$ cat src/hw/rtl/dcrc_pkg.sv
// ----------------------------------------------------------------------------
// Dual CRC-16 checker package
// Transaction types and the byte-wide CRC-16 (0x8005) update functions.
// ----------------------------------------------------------------------------
package dcrc_pkg;

    localparam logic [15:0] CRC_POLY = 16'h8005;

    typedef struct packed {
        logic [7:0]  data_byte;
        logic        is_last;
        logic [15:0] reference_crc;
    } dcrc_in_t;

    typedef struct packed {
        logic        ref_hit;
        logic [15:0] crc_msb_first;
        logic [15:0] crc_reflected;
    } dcrc_out_t;

    // Control of the held input transaction, seen by the CRC engine
    typedef struct packed {
        logic valid;
        logic last;
    } dcrc_stage_ctl_t;

    function automatic logic [7:0] flip8(input logic [7:0] v);
        logic [7:0] r;
        for (int k = 0; k < 8; k++) begin
            r[k] = v[7 - k];
        end
        return r;
    endfunction

    function automatic logic [15:0] flip16(input logic [15:0] v);
        logic [15:0] r;
        for (int k = 0; k < 16; k++) begin
            r[k] = v[15 - k];
        end
        return r;
    endfunction

    // Fold one byte in, MSB first, eight steps unrolled
    function automatic logic [15:0] crc_feed(input logic [15:0] crc_in,
                                             input logic [7:0]  byte_in);
        logic [15:0] crc;
        crc = crc_in;
        for (int k = 7; k >= 0; k--) begin
            if (crc[15] ^ byte_in[k]) begin
                crc = {crc[14:0], 1'b0} ^ CRC_POLY;
            end
            else begin
                crc = {crc[14:0], 1'b0};
            end
        end
        return crc;
    endfunction

endpackage

$ cat src/hw/rtl/dcrc_crc_engine.sv
// ----------------------------------------------------------------------------
// CRC engine
// Running BUYPASS and ARC CRC registers, compare, and the result register.
// ----------------------------------------------------------------------------
module dcrc_crc_engine (
    input  logic                       clk,
    input  logic                       rst_n,
    input  dcrc_pkg::dcrc_stage_ctl_t  ctl,
    input  dcrc_pkg::dcrc_in_t         held,
    output logic                       advance,
    output logic                       out_valid,
    input  logic                       out_ready,
    output dcrc_pkg::dcrc_out_t        out_data
);
    import dcrc_pkg::*;

    logic [15:0] crc_forward_reg;
    logic [15:0] crc_forward_next;
    logic [15:0] crc_reversed_reg;
    logic [15:0] crc_reversed_next;
    logic        out_valid_reg;
    logic        out_valid_next;
    dcrc_out_t   out_data_reg;
    dcrc_out_t   result;
    logic [15:0] fwd_upd;
    logic [15:0] rev_upd;

    assign fwd_upd = crc_feed(crc_forward_reg, held.data_byte);
    assign rev_upd = crc_feed(crc_reversed_reg, flip8(held.data_byte));

    always_comb
    begin
        result.crc_msb_first = fwd_upd;
        result.crc_reflected = flip16(rev_upd);
        result.ref_hit       = (fwd_upd == held.reference_crc) ||
                               (result.crc_reflected == held.reference_crc);
    end

    // A last byte waits only while the result register is still occupied
    assign advance = ctl.valid && (!ctl.last || !out_valid_reg || out_ready);

    always_comb
    begin
        crc_forward_next  = crc_forward_reg;
        crc_reversed_next = crc_reversed_reg;
        out_valid_next    = out_valid_reg && !out_ready;
        if (advance) begin
            if (ctl.last) begin
                crc_forward_next  = '0;
                crc_reversed_next = '0;
                out_valid_next    = 1'b1;
            end
            else begin
                crc_forward_next  = fwd_upd;
                crc_reversed_next = rev_upd;
            end
        end
    end

    always_ff @(posedge clk or negedge rst_n)
    begin
        if (!rst_n) begin
            crc_forward_reg  <= '0;
            crc_reversed_reg <= '0;
            out_valid_reg    <= 1'b0;
        end
        else begin
            crc_forward_reg  <= crc_forward_next;
            crc_reversed_reg <= crc_reversed_next;
            out_valid_reg    <= out_valid_next;
        end
    end

    always_ff @(posedge clk)
    begin
        if (advance && ctl.last) begin
            out_data_reg <= result;
        end
    end

    assign out_valid = out_valid_reg;
    assign out_data  = out_data_reg;

endmodule

$ cat config.mk
export PLATFORM = sky130hd
export DESIGN_NAME = dcrc_crc_engine
export DESIGN_NICKNAME = d
export VERILOG_FILES = /design/src/hw/rtl/dcrc_pkg.sv /design/src/hw/rtl/dcrc_crc_engine.sv
export SDC_FILE = /design/constraint.sdc
export NUM_CORES = 1
export LEC_CHECK = 0
export ABC_CLOCK_PERIOD_IN_PS = 3000
export BUFFER_PORTS_ARGS = -buffer_cell sky130_fd_sc_hd__clkbuf_2
export CORE_UTILIZATION = 55
export CTS_BUF_LIST = sky130_fd_sc_hd__clkbuf_4
export CTS_CLUSTER_SIZE = 25
export DETAILED_ROUTE_END_ITERATION = 8
export PLACE_DENSITY = 0.82
export SETUP_SLACK_MARGIN = 0.15
export SLEW_MARGIN = 20
export SYNTH_ARGS = -nofsm -noshare
export SYNTH_HDL_FRONTEND = slang
export SYNTH_SLANG_ARGS = --single-unit
$ cat constraint.sdc
create_clock -name clk -period 3 [get_ports clk]
set_input_delay 0.15 -clock clk [delete_from_list [all_inputs] [get_ports clk]]
set_output_delay 0.15 -clock clk [all_outputs]
set_load 0.01 [all_outputs]
## Word-level counts from Yosys, hierarchy flattened

Index checks and enable logic that the tools add are counted.

- Output and inout bits: 35
- Input port bits: 30
- Logic and storage cells: 69
- Register bits: 66

- Equality and inequality tests: 2
- Multiplexer cells: 20
- Reduce and logical (&&, ||, !) cells: 9
- Bitwise operators: 32

Operator list:

| operator | count |
|---|---|
| $mux 16 | 18 |
| $not 3->3 | 16 |
| $eq 16x16->1 | 2 |
| $xor 1x1->1 | 16 |
| $logic_and 1x1->1 | 3 |
| $logic_not 1->1 | 3 |
| $logic_or 1x1->1 | 3 |
| $mux 1 | 2 |

## Longest topological paths before layout

- Word-level depth: 18
- Gate-level depth with buffers: 7
- Gate-level depth less buffers: 6

## Least setup slack after synthesis

No wires, ideal clock.

- Path kind: flip-flop to flip-flop
- From: register out_valid_reg (netlist: out_valid)
- To: register out_data_reg (netlist bit out_data[0]) (enable)
- Clock period less this slack: 2.588 ns
- Setup time: 0.424 ns
- Data arrival time: 2.164 ns
- Data required time: 2.576 ns
- Path slack: 0.412 ns
- Buffers on the path: 0
- Stages on the path, launching flop included: 5
- Cells stage by stage: dfrtp_1 > nor2b_1 > nand2_1 > nand2_1 > nor2_1

- Longest elaborated chain between the ends: 5

RTL lines:

| item | line | source |
|---|---|---|
| start, declared | dcrc_crc_engine.sv:21 | `logic out_valid_reg;` |
| start signal, assigned | dcrc_crc_engine.sv:70 | `out_valid_reg <= out_valid_next;` |
| $logic_not 1->1 | dcrc_crc_engine.sv:40 | `assign advance = ctl.valid && (!ctl.last \|\| !out_valid_reg \|\| out_ready);` |
| $logic_or 1x1->1 (2 in a row) | dcrc_crc_engine.sv:40 |  |
| $logic_and 1x1->1 | dcrc_crc_engine.sv:40 |  |
| $logic_and 1x1->1 | dcrc_crc_engine.sv:76 | `if (advance && ctl.last) begin` |
| end signal, assigned | dcrc_crc_engine.sv:77 | `out_data_reg <= result;` |
| end, declared | dcrc_crc_engine.sv:23 | `dcrc_out_t out_data_reg;` |

Every way passes these cells.
A chain may end at the register's enable or synchronous reset.

==> results by group <==
STA
  – Max Clk Rate: 0.4208 GHz
  – Setup violators final: 0
  – Setup repair after global routing missed its margin: no
  – Shortest clock period the worst path allows after layout: 2.376 ns
  – Slew @ Worst Pin: 0.8736 ns
  – Worst setup slack after layout: 0.6238 ns
  – Worst hold slack across all endpoints: 0.1005 ns
  – Setup skew after layout: 0.01491 ns
  – Final number of hold-violating endpoints: 0
  – Worst rel slew slack: 41.76%
  – Ratio of final minimum period to clock period: 79.21%
  – Number of slew-limit violations in the final report: 0
  – Fin Setup TNS: 0 ns

Finish
  – Fraction of layout instances using a drive strength above 1: 32.80%
  – Max FFs per register: 33
  – Total of fill cells in the finished design: 421
  – Area of the multi-input gates: 1525 um^2
  – Final-stage net count: 336
  – Most frequent cells in the layout: 63 x clkbuf_2, 33 x dfrtp_1, 33 x edfxtp_1, 25 x xor2_1, 24 x nand2_1
  – Leading cell type in the layout, fill and taps excluded: clkbuf_2
  – Number of antenna diodes: 0
  – Post-synthesis to final-layout area growth: 18.37%
  – Sequential cell area: 1817 um^2

Placement
  – Routability cong.: 0.8198
  – Worst slack at placement: 0.6392 ns
  – DPL Wire Length: 4948 um
  – Count of port buffers added during placement: 63

Pwr
  – Share of total power consumed by net switching: 34.41%
  – Leakage component of the power: 1.864 nW
  – Net switching component of the power: 0.001379 W
  – Worst voltage drop across the vdd grid: 535.2 uV
  – Clk pwr share: 18.9%
  – Internal power summed over all cells: 0.002630 W
  – Total chip power: 0.004009 W
  – Sequential Power Share: 36.4%
  – Part of the total power dissipated in combinational logic: 44.7%
  – Areal power density over the cells: 1001 nW/um^2

Critical path
  – Crit start category: flip-flop
  – Required time at the endpoint of the critical path: 3.18 ns
  – Worst EP arrival: 2.55 ns
  – Critical path type: flip-flop to flip-flop
  – Worst Path Max Fanout: 4
  – Category of the worst setup path capture point: flip-flop

Clocking
  – Clock Root Buffer: clkbuf_4
  – Number of buffers inserted during clock tree synthesis: 9
  – CTS tree: built
  – Number of clock sinks seen by CTS: 66
  – Clk pin slew, worst setup/hold paths: 0.12 ns
  – Number of gates resized after cts: 0
  – Clock buffer depth: 2
  – Clock Latency Late Sink: 0.42 ns
  – CTS H-Tree Depth: 3

Floorplanning
  – Area of the die: 6471 um^2
  – Floorplan die width: 80.45 um
  – DIE HEIGHT: 80.45 um
  – Total number of placement rows: 28
  – Boundary Pins: 65
  – Initial cell density of the core: 57.16%
  – CORE AREA: 5921 um^2

Global routing
  – Remaining Overflow, GRT: 0
  – Maximum number of pins on one net before global-route repair: 36
  – Number of antenna violations at the first check in global routing: 0
  – Via count of the first global-routing pass: 2140
  – All-layer global routing usage: 24.87%
  – Global-route wire length before repair: 11330 um

Logic synthesis
  – Sequential fraction of the synthesis area: 53.68%
  – Distinct cells, synth: 31
  – Syn_area_per_cell: 14.53 um^2
  – Number of storage elements in the synthesis netlist: 66
  – Syn Nets: 263
  – Syn Std Cell Area: 3384 um^2
  – Ys Warns: 0
  – Cell count after synthesis: 233

Outcome
  – Run status: complete, no violations

Drt
  – Number of DRC violations after detailed routing: 0
  – Detailed-route vias per instance: 5.544
  – Violation count after the first detailed-route iteration: 105
  – Routed wire per std cell: 18.31 um
  – Drt pass-1 iters: 4
  – Total detailed-routing wirelength: 7068 um
  – Vias after detailed routing: 2140
  – Number of nets still failing antenna checks after routing: 0

Flow run
  – Max-capacitance violation count: 0

Worst hold path
  – Kind of path behind the tightest hold check: input port to flip-flop
cell families after synthesis:
logic type / Yosys count / synth area share, %
AO/OA/AOI/OAI: 27 / 6.765
flip-flops: 66 / 53.68
multiplexers: 3 / 0.8873
buffers and inverters: 12 / 1.331
AND/OR/NAND/NOR: 51 / 7.246
XOR/XNOR: 74 / 30.09
layout make-up:
type / count / area share, %
Tap cell: 75 / 2.342
Clock buffer: 9 / 1.686
Multi-Input combinational cell: 155 / 38.07
Clock inverter: 7 / 2.936
Timing Repair Buffer: 70 / 9.244
Inverter: 4 / 0.3748
Sequential cell: 66 / 45.35
synth_stat cells:
library cell | count | share of area, %
nand4bb_1 | 1 | 0.33
a2111oi_0 | 1 | 0.26
o21ai_1 | 1 | 0.15
a211o_1 | 1 | 0.26
nor2b_1 | 1 | 0.18
xnor3_4 | 1 | 0.78
edfxtp_1 | 33 | 29
xnor3_1 | 6 | 4.0
o2111ai_1 | 1 | 0.26
clkbuf_1 | 8 | 0.89
xnor2_2 | 5 | 2.4
xnor2_4 | 4 | 3.3
nand3_1 | 10 | 1.5
mux2i_1 | 3 | 0.89
or2_2 | 2 | 0.37
xnor2_1 | 21 | 5.4
xor2_1 | 25 | 6.5
nor2_1 | 3 | 0.33
dfrtp_1 | 33 | 24
xor2_2 | 3 | 1.4
nor4_1 | 2 | 0.37
nand4_1 | 4 | 0.74
xnor3_2 | 2 | 1.4
nand2_1 | 24 | 2.7
nand2b_1 | 2 | 0.37
a21oi_1 | 1 | 0.15
nor3_1 | 1 | 0.15
xor3_1 | 7 | 4.9
a22o_1 | 22 | 5.7
nand4b_1 | 1 | 0.26
inv_1 | 4 | 0.44
repair_timing:
action	4_1_cts	5_1_grt
setup buffers	0	0
setup endpoints to repair	0	0
hold endpoints to repair	33	0
hold buffers	1	0
power groups by stage:
stage	Clock [W]	Combinational, W	Sequential [W]
2_1_floorplan	0	0.00134	0.00149
3_3_place_gp	0	0.00173	0.00146
3_5_place_dp	0	0.00178	0.00148
4_1_cts	0.000765	0.00180	0.00146
5_1_grt	0.000802	0.00193	0.00149
6_report	0.000758	0.00179	0.00146
critical path: stages (launching register included):
cell and delay (ns):
dfrtp_1 0.41, xnor2_1 0.44, xnor3_1 0.46, xor2_1 0.28
xnor3_1 0.36, nand4b_1 0.11, o21ai_1 0.08
metrics by stage:
| stage | instances | cell area [um^2] | utilization (%) |
|---|---|---|---|
| finish | 386 | 4006 | 67.67 |
| global route | 386 | 4006 | 67.67 |
| CTS | 386 | 4006 | 67.67 |
| detailed placement | 369 | 3811 | 64.37 |
| global placement | 369 | 3811 | 64.37 |
| floorplan | 233 | 3385 | - |
layer usage:
metal  up-vias  share of wire [%]  routed length (um)  track usage, %
met1      1076                 43                3071           33.75
met4         0                1.7                 119           8.214
li1        980                  -                   -               -
met3        11                5.3                 373           5.568
met5         -                  0                   0               0
met2        73                 50                3503           39.75
worst paths after layout:
check / slack [ns] / end / depth (start not counted) / startpoint
worst min register to register: 0.50 / crc_reversed_reg[14] / 2 / crc_reversed_reg[14]
worst max-delay path: 0.62 / out_data[32] / 6 / crc_reversed_reg[14]
max in group asynchronous: 2.09 / crc_forward_reg[5] / 2 / rst_n
worst min-delay path: 0.10 / out_valid / 3 / out_ready
min in group asynchronous: 0.35 / crc_reversed_reg[11] / 2 / rst_n
worst max register to register: 0.62 / out_data[32] / 6 / crc_reversed_reg[14]
No activity file was read; power rests on OpenSTA's default activity.
